===== src/ccsd_pkg.sv =====
// ---------------------------------------------------------------------------
// ccsd_pkg
// Shared types and constants of the ChaCha20 stream decryptor.
// ---------------------------------------------------------------------------
`timescale 1ns / 1ps

package ccsd_pkg;

  localparam int unsigned TAG_BYTES = 16;

  localparam logic [31:0] SIGMA0 = 32'h61707865;
  localparam logic [31:0] SIGMA1 = 32'h3320646e;
  localparam logic [31:0] SIGMA2 = 32'h79622d32;
  localparam logic [31:0] SIGMA3 = 32'h6b206574;

  localparam logic [31:0] BLOCK_COUNT_START = 32'd1;

  localparam int unsigned QDEPTH = 4;
  localparam int unsigned QAW    = $clog2(QDEPTH);

  localparam logic [1:0] OP_START_OK  = 2'd0;
  localparam logic [1:0] OP_START_REJ = 2'd1;
  localparam logic [1:0] OP_DATA      = 2'd2;

  localparam logic [1:0] STATUS_PLAIN     = 2'd0;
  localparam logic [1:0] STATUS_START_OK  = 2'd1;
  localparam logic [1:0] STATUS_START_REJ = 2'd2;

  typedef struct packed {
    logic [1:0] kind;
    logic [7:0] cipher_byte;
    logic [5:0] offset;
    logic       last;
    logic       new_block;
  } op_t;

  typedef struct packed {
    logic [63:0] key_word0;
    logic [63:0] key_word1;
    logic [63:0] key_word2;
    logic [63:0] key_word3;
    logic [63:0] nonce_low;
    logic [31:0] nonce_high;
  } key_cfg_t;

endpackage


===== src/ccsd_stream_if.sv =====
// ---------------------------------------------------------------------------
// ccsd_stream_if
// Valid/ready channels for ciphertext commands and decrypted results.
// ---------------------------------------------------------------------------
`timescale 1ns / 1ps

interface ccsd_in_if;
  logic       valid;
  logic       ready;
  logic       cmd;
  logic [7:0] cipher_byte;

  modport source (output valid, output cmd, output cipher_byte, input ready);
  modport sink   (input valid, input cmd, input cipher_byte, output ready);
endinterface

interface ccsd_out_if;
  logic       valid;
  logic       ready;
  logic [7:0] plain_byte;
  logic [1:0] status;
  logic       last;

  modport source (output valid, output plain_byte, output status, output last,
                  input ready);
  modport sink   (input valid, input plain_byte, input status, input last,
                  output ready);
endinterface


===== src/chacha20_stream_decrypt.sv =====
// ---------------------------------------------------------------------------
// chacha20_stream_decrypt
// ChaCha20 stream decryptor with APB register file, front end and back end.
// Path: start results and in-block bytes pass the queue and output register;
// the first byte of each 64-byte block waits for its 80 quarter rounds.
// Throughput: 1 item per cycle at the input while the queue has room; the
// back end takes no new item while the quarter-round unit computes a block.
// Reset: synchronous; clears registers, queue, message state, counter to one.
// ---------------------------------------------------------------------------
`timescale 1ns / 1ps

module chacha20_stream_decrypt (
  input  logic        clk,
  input  logic        rst,
  ccsd_in_if.sink     ingress,
  ccsd_out_if.source  egress,
  input  logic        psel,
  input  logic        penable,
  input  logic        pwrite,
  input  logic [5:0]  paddr,
  input  logic [63:0] pwdata,
  output logic [63:0] prdata,
  output logic        pready
);
  import ccsd_pkg::*;

  localparam logic [2:0] REG_KEY0    = 3'd0;
  localparam logic [2:0] REG_KEY1    = 3'd1;
  localparam logic [2:0] REG_KEY2    = 3'd2;
  localparam logic [2:0] REG_KEY3    = 3'd3;
  localparam logic [2:0] REG_NONCE_L = 3'd4;
  localparam logic [2:0] REG_NONCE_H = 3'd5;
  localparam logic [2:0] REG_MSG_LEN = 3'd6;

  key_cfg_t    key_cfg;
  logic [31:0] message_length;
  logic [2:0]  reg_idx;
  logic        wr_en;

  op_t         push_op;
  op_t         head_op;
  logic        push;
  logic        pop;
  logic        q_full;
  logic        q_empty;

  assign pready  = 1'b1;
  assign reg_idx = paddr[5:3];
  assign wr_en   = psel && penable && pwrite;

  always_ff @(posedge clk) begin
    if (rst) begin
      key_cfg        <= '0;
      message_length <= '0;
    end else if (wr_en) begin
      case (reg_idx)
        REG_KEY0:    key_cfg.key_word0  <= pwdata;
        REG_KEY1:    key_cfg.key_word1  <= pwdata;
        REG_KEY2:    key_cfg.key_word2  <= pwdata;
        REG_KEY3:    key_cfg.key_word3  <= pwdata;
        REG_NONCE_L: key_cfg.nonce_low  <= pwdata;
        REG_NONCE_H: key_cfg.nonce_high <= pwdata[31:0];
        REG_MSG_LEN: message_length     <= pwdata[31:0];
        default: ;
      endcase
    end
  end

  always_comb begin
    case (reg_idx)
      REG_KEY0:    prdata = key_cfg.key_word0;
      REG_KEY1:    prdata = key_cfg.key_word1;
      REG_KEY2:    prdata = key_cfg.key_word2;
      REG_KEY3:    prdata = key_cfg.key_word3;
      REG_NONCE_L: prdata = key_cfg.nonce_low;
      REG_NONCE_H: prdata = {32'd0, key_cfg.nonce_high};
      REG_MSG_LEN: prdata = {32'd0, message_length};
      default:     prdata = 64'd0;
    endcase
  end

  ccsd_front u_front (
    .clk            (clk),
    .rst            (rst),
    .ingress        (ingress),
    .message_length (message_length),
    .queue_full     (q_full),
    .push           (push),
    .push_op        (push_op)
  );

  ccsd_queue u_queue (
    .clk     (clk),
    .rst     (rst),
    .push_op (push_op),
    .push    (push),
    .pop     (pop),
    .full    (q_full),
    .empty   (q_empty),
    .head_op (head_op)
  );

  ccsd_back u_back (
    .clk         (clk),
    .rst         (rst),
    .key_cfg     (key_cfg),
    .head_op     (head_op),
    .queue_empty (q_empty),
    .pop         (pop),
    .egress      (egress)
  );

endmodule


===== src/ccsd_front.sv =====
// ---------------------------------------------------------------------------
// ccsd_front
// Accepts commands, tracks message position and queues work for the back end.
// ---------------------------------------------------------------------------
`timescale 1ns / 1ps

module ccsd_front (
  input  logic            clk,
  input  logic            rst,
  ccsd_in_if.sink         ingress,
  input  logic [31:0]     message_length,
  input  logic            queue_full,
  output logic            push,
  output ccsd_pkg::op_t   push_op
);
  import ccsd_pkg::*;

  logic [31:0] byte_position;
  logic [31:0] plain_length;
  logic        message_active;

  logic        accept;
  logic [31:0] pos_inc;
  logic        at_end;
  logic        in_plain;

  assign ingress.ready = !queue_full;
  assign accept        = ingress.valid && !queue_full;

  assign pos_inc  = byte_position + 32'd1;
  assign at_end   = ({1'b0, byte_position} + 33'd1) >= ({1'b0, plain_length} + 33'(TAG_BYTES));
  assign in_plain = byte_position < plain_length;

  always_comb begin
    push                = 1'b0;
    push_op.kind        = OP_DATA;
    push_op.cipher_byte = ingress.cipher_byte;
    push_op.offset      = byte_position[5:0];
    push_op.last        = (pos_inc == plain_length);
    push_op.new_block   = (byte_position[5:0] == 6'd0);
    if (accept) begin
      if (!ingress.cmd) begin
        push = 1'b1;
        push_op.kind = (message_length < 32'(TAG_BYTES)) ? OP_START_REJ : OP_START_OK;
      end else if (message_active && in_plain) begin
        push = 1'b1;
      end
    end
  end

  always_ff @(posedge clk) begin
    if (rst) begin
      byte_position  <= '0;
      plain_length   <= '0;
      message_active <= 1'b0;
    end else if (accept) begin
      if (!ingress.cmd) begin
        if (message_length < 32'(TAG_BYTES)) begin
          message_active <= 1'b0;
        end else begin
          plain_length   <= message_length - 32'(TAG_BYTES);
          byte_position  <= '0;
          message_active <= (message_length != 32'd0);
        end
      end else if (message_active) begin
        byte_position <= pos_inc;
        if (at_end) begin
          message_active <= 1'b0;
        end
      end
    end
  end

endmodule


===== src/ccsd_queue.sv =====
// ---------------------------------------------------------------------------
// ccsd_queue
// Short FIFO of classified work between the front and back ends.
// ---------------------------------------------------------------------------
`timescale 1ns / 1ps

module ccsd_queue (
  input  logic                 clk,
  input  logic                 rst,
  input  ccsd_pkg::op_t        push_op,
  input  logic                 push,
  input  logic                 pop,
  output logic                 full,
  output logic                 empty,
  output ccsd_pkg::op_t        head_op
);
  import ccsd_pkg::*;

  op_t            entries [QDEPTH];
  logic [QAW-1:0] wr_ptr;
  logic [QAW-1:0] rd_ptr;
  logic [QAW:0]   count;
  logic           do_push;
  logic           do_pop;

  assign full    = (count == (QAW+1)'(QDEPTH));
  assign empty   = (count == '0);
  assign head_op = entries[rd_ptr];
  assign do_push = push && !full;
  assign do_pop  = pop && !empty;

  always_ff @(posedge clk) begin
    if (do_push) begin
      entries[wr_ptr] <= push_op;
    end
  end

  always_ff @(posedge clk) begin
    if (rst) begin
      wr_ptr <= '0;
      rd_ptr <= '0;
      count  <= '0;
    end else begin
      if (do_push) begin
        wr_ptr <= wr_ptr + QAW'(1);
      end
      if (do_pop) begin
        rd_ptr <= rd_ptr + QAW'(1);
      end
      case ({do_push, do_pop})
        2'b10:   count <= count + (QAW+1)'(1);
        2'b01:   count <= count - (QAW+1)'(1);
        default: count <= count;
      endcase
    end
  end

endmodule


===== src/ccsd_back.sv =====
// ---------------------------------------------------------------------------
// ccsd_back
// Keystream generator on a shared quarter-round unit and output register.
// ---------------------------------------------------------------------------
`timescale 1ns / 1ps

module ccsd_back (
  input  logic               clk,
  input  logic               rst,
  input  ccsd_pkg::key_cfg_t key_cfg,
  input  ccsd_pkg::op_t      head_op,
  input  logic               queue_empty,
  output logic               pop,
  ccsd_out_if.source         egress
);
  import ccsd_pkg::*;

  localparam logic [1:0] ST_IDLE  = 2'd0;
  localparam logic [1:0] ST_ROUND = 2'd1;
  localparam logic [1:0] ST_FINAL = 2'd2;
  localparam logic [1:0] ST_EMIT  = 2'd3;

  localparam int unsigned ROUND_STEPS = 80;
  localparam logic [6:0]  LAST_STEP   = 7'(ROUND_STEPS - 1);

  function automatic logic [31:0] rotl(input logic [31:0] x, input int unsigned n);
    return (x << n) | (x >> (32 - n));
  endfunction

  function automatic logic [127:0] quarter(input logic [31:0] a, input logic [31:0] b,
                                           input logic [31:0] c, input logic [31:0] d);
    logic [31:0] ta, tb, tc, td;
    ta = a + b;   td = rotl(d ^ ta, 16);
    tc = c + td;  tb = rotl(b ^ tc, 12);
    ta = ta + tb; td = rotl(td ^ ta, 8);
    tc = tc + td; tb = rotl(tb ^ tc, 7);
    return {ta, tb, tc, td};
  endfunction

  // Row shift after a step: steady one word, and the turns into and out of
  // the diagonal layout.
  function automatic logic [1:0] rot_amt(input logic [2:0] s, input logic [1:0] r);
    case (s)
      3'd3:    return r + 2'd1;
      3'd7:    return r ^ 2'd1;
      default: return 2'd1;
    endcase
  endfunction

  logic [1:0]  state;
  logic [6:0]  step;
  logic [31:0] block_count;
  op_t         cur_op;
  logic [31:0] work [16];
  logic [31:0] ks [16];
  logic [31:0] init_w [16];
  logic [31:0] w_next [16];
  logic [31:0] row_new [4][4];
  logic [127:0] qr_out;

  logic        out_free;
  logic        emit;
  logic [1:0]  emit_status;
  logic [7:0]  emit_byte;
  logic        emit_last;
  logic        load_block;
  logic        reset_count;
  logic [5:0]  sel_off;
  logic [31:0] ks_word;
  logic [7:0]  ks_byte;

  logic        o_valid;
  logic [7:0]  o_plain;
  logic [1:0]  o_status;
  logic        o_last;

  assign egress.valid      = o_valid;
  assign egress.plain_byte = o_plain;
  assign egress.status     = o_status;
  assign egress.last       = o_last;
  assign out_free          = !o_valid || egress.ready;

  always_comb begin
    init_w[0]  = SIGMA0;
    init_w[1]  = SIGMA1;
    init_w[2]  = SIGMA2;
    init_w[3]  = SIGMA3;
    init_w[4]  = key_cfg.key_word0[31:0];
    init_w[5]  = key_cfg.key_word0[63:32];
    init_w[6]  = key_cfg.key_word1[31:0];
    init_w[7]  = key_cfg.key_word1[63:32];
    init_w[8]  = key_cfg.key_word2[31:0];
    init_w[9]  = key_cfg.key_word2[63:32];
    init_w[10] = key_cfg.key_word3[31:0];
    init_w[11] = key_cfg.key_word3[63:32];
    init_w[12] = block_count;
    init_w[13] = key_cfg.nonce_low[31:0];
    init_w[14] = key_cfg.nonce_low[63:32];
    init_w[15] = key_cfg.nonce_high;
  end

  assign qr_out = quarter(work[0], work[4], work[8], work[12]);

  always_comb begin
    logic [1:0] idx;
    idx = 2'd0;
    for (int r = 0; r < 4; r++) begin
      row_new[r][0] = qr_out[127 - 32*r -: 32];
      for (int j = 1; j < 4; j++) begin
        row_new[r][j] = work[4*r + j];
      end
    end
    for (int r = 0; r < 4; r++) begin
      for (int j = 0; j < 4; j++) begin
        idx = 2'(j) + rot_amt(step[2:0], 2'(r));
        w_next[4*r + j] = row_new[r][idx];
      end
    end
  end

  assign sel_off = (state == ST_EMIT) ? cur_op.offset : head_op.offset;
  assign ks_word = ks[sel_off[5:2]];
  assign ks_byte = 8'(ks_word >> {sel_off[1:0], 3'b000});

  always_comb begin
    pop         = 1'b0;
    emit        = 1'b0;
    emit_status = STATUS_PLAIN;
    emit_byte   = 8'd0;
    emit_last   = 1'b0;
    load_block  = 1'b0;
    reset_count = 1'b0;
    case (state)
      ST_IDLE: begin
        if (!queue_empty) begin
          case (head_op.kind)
            OP_START_OK: begin
              if (out_free) begin
                pop         = 1'b1;
                emit        = 1'b1;
                emit_status = STATUS_START_OK;
                reset_count = 1'b1;
              end
            end
            OP_START_REJ: begin
              if (out_free) begin
                pop         = 1'b1;
                emit        = 1'b1;
                emit_status = STATUS_START_REJ;
              end
            end
            OP_DATA: begin
              if (head_op.new_block) begin
                pop        = 1'b1;
                load_block = 1'b1;
              end else if (out_free) begin
                pop       = 1'b1;
                emit      = 1'b1;
                emit_byte = head_op.cipher_byte ^ ks_byte;
                emit_last = head_op.last;
              end
            end
            default: pop = 1'b1;
          endcase
        end
      end
      ST_EMIT: begin
        if (out_free) begin
          emit      = 1'b1;
          emit_byte = cur_op.cipher_byte ^ ks_byte;
          emit_last = cur_op.last;
        end
      end
      default: ;
    endcase
  end

  always_ff @(posedge clk) begin
    if (load_block) begin
      cur_op <= head_op;
      for (int i = 0; i < 16; i++) begin
        work[i] <= init_w[i];
      end
    end else if (state == ST_ROUND) begin
      for (int i = 0; i < 16; i++) begin
        work[i] <= w_next[i];
      end
    end
    if (state == ST_FINAL) begin
      for (int i = 0; i < 16; i++) begin
        ks[i] <= work[i] + init_w[i];
      end
    end
    if (emit) begin
      o_plain  <= emit_byte;
      o_status <= emit_status;
      o_last   <= emit_last;
    end
  end

  always_ff @(posedge clk) begin
    if (rst) begin
      state       <= ST_IDLE;
      step        <= '0;
      block_count <= BLOCK_COUNT_START;
      o_valid     <= 1'b0;
    end else begin
      if (emit) begin
        o_valid <= 1'b1;
      end else if (egress.ready) begin
        o_valid <= 1'b0;
      end
      if (reset_count) begin
        block_count <= BLOCK_COUNT_START;
      end
      case (state)
        ST_IDLE: begin
          if (load_block) begin
            step  <= '0;
            state <= ST_ROUND;
          end
        end
        ST_ROUND: begin
          step <= step + 7'd1;
          if (step == LAST_STEP) begin
            state <= ST_FINAL;
          end
        end
        ST_FINAL: begin
          block_count <= block_count + 32'd1;
          state       <= ST_EMIT;
        end
        ST_EMIT: begin
          if (emit) begin
            state <= ST_IDLE;
          end
        end
        default: state <= ST_IDLE;
      endcase
    end
  end

endmodule


===== src/flat_wrapper.sv =====
// flat-port wrapper written by rule: the top's interface ports become plain ports
module chacha20_stream_decrypt_flat import ccsd_pkg::*;
  (clk, rst, psel, penable, pwrite, paddr, pwdata, prdata, pready, ingress_valid, ingress_cmd, ingress_cipher_byte, ingress_ready, egress_valid, egress_plain_byte, egress_status, egress_last, egress_ready);
  ccsd_in_if ingress_i ();
  ccsd_out_if egress_i ();
  input  logic clk;
  input  logic rst;
  input  logic psel;
  input  logic penable;
  input  logic pwrite;
  input  logic [5:0] paddr;
  input  logic [63:0] pwdata;
  output logic [63:0] prdata;
  output logic pready;
  input wire logic [$bits(ingress_i.valid)-1:0] ingress_valid;
  input wire logic [$bits(ingress_i.cmd)-1:0] ingress_cmd;
  input wire logic [$bits(ingress_i.cipher_byte)-1:0] ingress_cipher_byte;
  output wire logic [$bits(ingress_i.ready)-1:0] ingress_ready;
  output wire logic [$bits(egress_i.valid)-1:0] egress_valid;
  output wire logic [$bits(egress_i.plain_byte)-1:0] egress_plain_byte;
  output wire logic [$bits(egress_i.status)-1:0] egress_status;
  output wire logic [$bits(egress_i.last)-1:0] egress_last;
  input wire logic [$bits(egress_i.ready)-1:0] egress_ready;
  assign ingress_i.valid = ingress_valid;
  assign ingress_i.cmd = ingress_cmd;
  assign ingress_i.cipher_byte = ingress_cipher_byte;
  assign ingress_ready = ingress_i.ready;
  assign egress_valid = egress_i.valid;
  assign egress_plain_byte = egress_i.plain_byte;
  assign egress_status = egress_i.status;
  assign egress_last = egress_i.last;
  assign egress_i.ready = egress_ready;
  chacha20_stream_decrypt u_core (.clk(clk), .rst(rst), .ingress(ingress_i), .egress(egress_i), .psel(psel), .penable(penable), .pwrite(pwrite), .paddr(paddr), .pwdata(pwdata), .prdata(prdata), .pready(pready));
endmodule

===== config.mk =====
export PLATFORM = sky130hd
export DESIGN_NAME = chacha20_stream_decrypt_flat
export DESIGN_NICKNAME = d
export VERILOG_FILES = /design/src/ccsd_pkg.sv /design/src/ccsd_stream_if.sv /design/src/chacha20_stream_decrypt.sv /design/src/ccsd_front.sv /design/src/ccsd_queue.sv /design/src/ccsd_back.sv /design/src/flat_wrapper.sv
export SDC_FILE = /design/constraint.sdc
export NUM_CORES = 2
export LEC_CHECK = 0
export ABC_CLOCK_PERIOD_IN_PS = 16300
export BUFFER_PORTS_ARGS = -buffer_cell sky130_fd_sc_hd__buf_4
export CAP_MARGIN = 20
export CORE_UTILIZATION = 45
export DETAILED_ROUTE_END_ITERATION = 8
export SLEW_MARGIN = 20
export SYNTH_ARGS = -nofsm -noshare
export SYNTH_HDL_FRONTEND = slang
export SYNTH_SLANG_ARGS = --single-unit

===== constraint.sdc =====
create_clock -name clk -period 16.3 [get_ports clk]
set_input_delay 0 -clock clk [delete_from_list [all_inputs] [get_ports clk]]
set_output_delay 0 -clock clk [all_outputs]
set_load 0.01 [all_outputs]

Yosys cells after proc, flatten, opt, wreduce, memory -nomap -nowiden
Memories as Yosys holds them, arrays and structs flattened. A register that Yosys moved wholly into a read port is not among the register bits.
Cells that the tools add are included.
{"block": "totals", "register_bits": 524, "mem_bits_rw": 1096, "inputBits": 86, "out_inout_bits": 78, "word_cells": 302, "n_memories": 3}
{"memory": "u_core.u_back.ks", "depth": 16, "word_bits": 32, "read_ports": 1, "rd_clocked_by_memory_dff": 0, "write_ports": 16, "line_no": "ccsd_back.sv:55", "source": "logic [31:0] ks [16];"}
{"memory": "u_core.u_back.work", "depth": 16, "word_bits": 32, "read_ports": 16, "rd_clocked_by_memory_dff": 0, "write_ports": 16, "line_no": "ccsd_back.sv:54", "source": "logic [31:0] work [16];"}
{"memory": "u_core.u_queue.entries", "depth": 4, "word_bits": 18, "read_ports": 1, "rd_clocked_by_memory_dff": 1, "write_ports": 1, "line_no": "ccsd_queue.sv:19", "source": "op_t entries [QDEPTH];"}
{"block": "classes", "add_sub_neg": 39, "n_lt_le_gt_ge": 15, "n_eq_ne": 23, "n_shift": 1, "muxes": 123, "bitwise_logic": 41, "reduce_logical": 34}
{"op": "$mux 32", "n": 45}
{"op": "$bmux 32 s2", "n": 12}
{"op": "$add 32x32->32", "n": 16}
{"op": "$pmux 64 s7", "n": 1}
{"op": "$xor 32x32->32", "n": 4}
{"op": "$add 32x31->32 const B", "n": 3}
{"op": "$add 32x1->32 const B", "n": 2}
{"op": "$mux 8", "n": 5}
{"op": "$mux 1", "n": 38}
{"op": "$ge 3x3->1 const B", "n": 12}
{"op": "$not 2->3", "n": 12}
{"op": "$add 32x1->33 const B", "n": 1}
{"op": "$add 32x5->33 const B", "n": 1}
{"op": "$ge 33x33->1", "n": 1}
{"op": "$add 32x30->32 const B", "n": 1}
{"op": "$eq 32x32->1", "n": 1}
{"op": "$lt 32x32->1", "n": 1}
{"op": "$lt 32x5->1 const B", "n": 1}
{"op": "$or 32x12->32", "n": 1}
{"op": "$or 32x16->32", "n": 1}
{"op": "$or 32x7->32", "n": 1}
{"op": "$or 32x8->32", "n": 1}
{"op": "$reduce_bool 32->1", "n": 1}
{"op": "$shr 32x5->8", "n": 1}
{"op": "other kinds (37)", "n": 113}

Longest topological paths before layout
An unclocked memory read counts as a cell.
{"block": "depth", "depth_word": 17, "ltp_mapped": 47, "ltp_nobuf": 46}

Hierarchy
A second synthesis with hierarchy kept.
{"block": "hier_totals", "cells_unflattened": 10124, "hier_area_um2": 103743.2}
{"module": "ccsd_back", "n_inst": 1, "cells_each": 7426, "area_per_inst_um2": 75904.0, "seq_area_each_um2": 32371.0}
{"module": "chacha20_stream_decrypt", "n_inst": 1, "cells_each": 1700, "area_per_inst_um2": 17999.8, "seq_area_each_um2": 7687.4}
{"module": "ccsd_front", "n_inst": 1, "cells_each": 850, "area_per_inst_um2": 6725.2, "seq_area_each_um2": 1301.2}
{"module": "ccsd_queue", "n_inst": 1, "cells_each": 148, "area_per_inst_um2": 3114.2, "seq_area_each_um2": 2342.2}

Worst setup path before layout
OpenSTA, ideal clock, no wires.
{"block": "synth_path", "path_type": "reg2reg", "start": "register u_core.u_back.state[0]", "end": "register u_core.u_back.block_count[31]", "setup_time_ns": 0.128, "t_arrival_ns": 14.158, "t_required_ns": 16.172, "setup_slack_ns": 2.015, "path_stages_with_launch": 12, "path_buffers": 2, "synth_period_minus_slack_ns": 14.285, "cell_sequence": "dfxtp_1 inv_1 ha_1 clkbuf_1 nand2_1 or3_1 clkbuf_1 nor3_1 nand3_1 nand3_1 o21a_1 nor2_1"}
{"block": "synth_between", "elab_chain_len": 3, "elab_cells_between_ends": 5, "classes_between": "eq/ne (1); mux (2); reduce/logical (2)"}
{"element": "start, declared", "line_no": "ccsd_back.sv:50", "source": "logic [1:0] state;"}
{"element": "start signal, assigned", "line_no": "ccsd_back.sv:203", "source": "state <= ST_IDLE;"}
{"element": "start signal, assigned", "line_no": "ccsd_back.sv:220", "source": "state <= ST_ROUND;"}
{"element": "start signal, assigned", "line_no": "ccsd_back.sv:226", "source": "state <= ST_FINAL;"}
{"element": "$logic_not 2->1", "line_no": "ccsd_back.sv:133", "source": "case (state)"}
{"element": "$mux 1", "line_no": "ccsd_back.sv:133"}
{"element": "$reduce_bool 2->1 (no source line)"}
{"element": "end signal, assigned", "line_no": "ccsd_back.sv:230", "source": "block_count <= block_count + 32'd1;"}
{"element": "end, declared", "line_no": "ccsd_back.sv:52", "source": "logic [31:0] block_count;"}
Several ways; a longest one is shown, not always the timed one.
A chain may end at the register's enable or synchronous reset.

==> key figures <==
Critical path
  • CP Capture Type: flop
  • CP Class: flop to flop
  • Setup crit start kind: flop
  • CP peak stage delay: ~0.75 ns
  • Cell at the slowest stage of the critical path: xnor2_1
  • Worst EP arrival: around 16 ns
  • Maximum net fanout on the critical path: 5
  • CP Data Required Time: approximately 17 ns

Timing
  • Final critical-path required period: around 15 ns
  • Setup TNS: 0 ns
  • Max Clk Rate: about 0.066 GHz
  • Final-report hold violation count: 0
  • Relative slew slack: -0.572%
  • Slew Viols, Final: 15
  • Hold Slack: 0.0487 ns
  • Clk_skew: around 0.074 ns
  • RSZ-0062 raised after global routing: no
  • Final setup viols: 0
  • Tcrit/Tclk final: 92.8%
  • Worst-Margin Slew: 1.51 ns

Synth
  • Asr flop ratio synth: 0%
  • Seq/Total Area, Yosys: 43.0%
  • Post-synth EDFFs: between 1000 and 1500
  • Post-synthesis average cell area: about 9 sq um
  • Synthesized area: between 100000 and 150000 sq um
  • Yosys reg bits: between 1500 and 2000
  • Synth unique cells: 99
  • Synth Flop Type: edfxtp_1
  • Post-Syn Instances: about 11000
  • Post-Syn Nets: 11800
  • Synth warn: 0

Run status
  • Failing checks: design-rule violations, max-slew violations
  • Status: finished, violations left

Detailed routing
  • Routed WL per cell: 32.7 microns
  • DR DRC count: 7
  • Final wirelength: 473000 microns
  • DRT iter0 DRCs: about 13000
  • DR pass1 iterations: 9
  • Vias/cell: 6.44
  • Vias: 93200
  • Post-route ant nets: 0

Floorplanning
  • Die area: between 200000 and 250000 sq um
  • Die span in x: about 480 microns
  • Die Y: ~480 microns
  • Placeable Area: 225000 sq um
  • Initial Util: between 40% and 50%
  • I/O pins: 164
  • Rows: roughly 170

Layout
  • Nets: 12000
  • Fin area: ~110000 sq um
  • Final core utilization: 50.9%
  • Leading cell type in the layout, fill and taps excluded: nand2_1
  • P&R area growth vs syn: 12.5%
  • Most frequent cells in the layout: 2121 x nand2_1, 1122 x edfxtp_1, 1051 x a21oi_1
  • Share of layout cells above drive strength 1: around 8.2%

Clocking
  • Postcts setup bufs: 0
  • Max clock buf depth: 3
  • CTS clk-pin slew, worst paths: 0.06 ns
  • TritonCTS Buffers: about 190
  • Skew-Pair Late Insertion Delay: roughly 0.88 ns
  • Clk root buf: clkbuf_16
  • Post-CTS resize count: 0
  • Hold_buf cts: 138
  • CTS H-tree depth: 4
  • CTS sink cnt: 1622
  • CTS tree: yes

Placement
  • Post-DP HPWL: between 300000 and 400000 microns
  • Placer congestion estimate: slightly above 1
  • Dpl cell area: approximately 110000 sq um
  • Port buffer count: about 160

GRT
  • Total Routing Usage GR: 40.1%
  • First-pass GRT wire length: 650000 microns
  • Antenna violations before repair: between 50 and 60
  • GR Overflow Total: 0
  • Number of global-route vias before repair: between 80000 and 90000
  • Largest net degree at the start of global routing: between 100 and 150

Flow run
  • MaxCap Viol Count: 0

Min path
  • Hold Path Class: input pin to flop
==> path summary, 6_finish.rpt <==
path,startpoint,to,slack (ns),cells past startpoint
worst max register to register,u_core.u_back.work[0][129]$_DFFE_PP_,u_core.u_back.work[0][195]$_DFFE_PP_,1.17,44
worst max-delay path,u_core.u_back.work[0][129]$_DFFE_PP_,u_core.u_back.work[0][195]$_DFFE_PP_,1.17,44
worst min register to register,u_core.u_back.work[0][97]$_SDFFCE_PN0P_,u_core.u_back.ks[3][1]$_DFFE_PP_,0.44,0
worst min-delay path,pwdata[22],u_core.key_cfg[54]$_SDFFE_PP0P_,0.05,4
==> critical path, delay by kind of cell (launching register included) <==
family	cells	cell delay (ns)
AO/OA/AOI/OAI	26	7.76
XOR/XNOR	6	3.09
adder cells (fa/ha/maj)	5	1.97
buffers and inverters	3	0.70
AND/OR/NAND/NOR	4	0.69
flip-flops	1	0.60
==> per-layer routing <==
layer | global-route usage (%) | up-vias | share of wire, % | routed length (microns)
li1 | - | 40600 | - | -
met1 | 53.8 | 45700 | 39 | 185000
met2 | 57.0 | 5962 | 41 | 193000
met3 | 13.2 | 967 | 14 | 65600
met4 | 21.2 | 36 | 6.1 | 29000
met5 | 0 | - | 0.057 | 271
==> flip-flops by register name, indices dropped and copies added, names as in the netlist, 2 cells and up, named ones only <==
| signal | flops |
|---|---|
| u_core.key_cfg | 352 |
| u_core.message_length | 32 |
| u_core.u_back.block_count | 32 |
| u_core.u_back.cur_op | 15 |
| u_core.u_back.egress.plain_byte | 8 |
| u_core.u_back.egress.status | 2 |
| u_core.u_back.ks | 512 |
| u_core.u_back.state | 2 |
| u_core.u_back.step | 7 |
| u_core.u_back.work | 512 |
| u_core.u_front.byte_position | 32 |
| u_core.u_front.plain_length | 32 |
| u_core.u_queue.count | 3 |
| u_core.u_queue.entries | 72 |
| u_core.u_queue.rd_ptr | 2 |
| u_core.u_queue.wr_ptr | 2 |
==> layout make-up <==
cell class              instances  area, sq um
multi-input cells            8634        54800
flip-flops and latches       1622        43700
diodes                         21         52.6
fillers                     20900       110000
inverters                     320         1210
clock inverters                80          990
well taps                    2992         3740
clock buffers                 273         5430
repair buffers                531         4440
==> cells by family after synthesis <==
kind of cell	Yosys count	synth area share (%)
xor+xnor	786	7.04
mux	304	3.87
flops	1622	43.0
buf+inv	903	3.42
compound gates	2867	17.6
fa+ha+maj	603	7.54
simple gates	4073	17.5
other cells	1	0.00369
==> metrics by stage <==
| step | setup slack, ns | cells |
|---|---|---|
| 3_3_place_gp | 1.61 | 14000 |
| 5_1_grt | 0.945 | 14500 |
| 2_1_floorplan | 2.01 | 11200 |
| 6_report | 1.17 | 14500 |
| 3_5_place_dp | 1.52 | 14000 |
| 4_1_cts | 1.41 | 14500 |
==> Yosys cell counts, types with 52 or more instances <==
cell         n  area share, %
nand3_1    438            2.2
nand2_1   2128            7.9
edfxtp_1  1122             33
xor2_1     255            2.2
clkbuf_1   479            1.8
nor3_1     142           0.70
mux2_2      68           0.75
nor2_1     701            2.6
nand2b_1   114           0.70
dfxtp_1    500            9.8
inv_1      315            1.2
o21bai_1    52           0.38
and3_1     109           0.67
xnor2_1    511            4.4
mux4_2      59            1.3
buf_1       58           0.21
a211oi_1   123           0.91
o211ai_1    60           0.44
a31oi_1    189            1.2
nor2b_1     81           0.50
mux2i_1    170            1.7
nand4_1     63           0.39
a21oi_1   1053            5.2
a21o_1     274            2.0
o21ai_0    511            2.5
o21a_1      98           0.72
and2_1     108           0.66
a311oi_1    99           0.85
ha_1       586            7.2
Power is not shown: default switching activity piles up to over one toggle a cycle in this logic, so the estimate is an artifact.
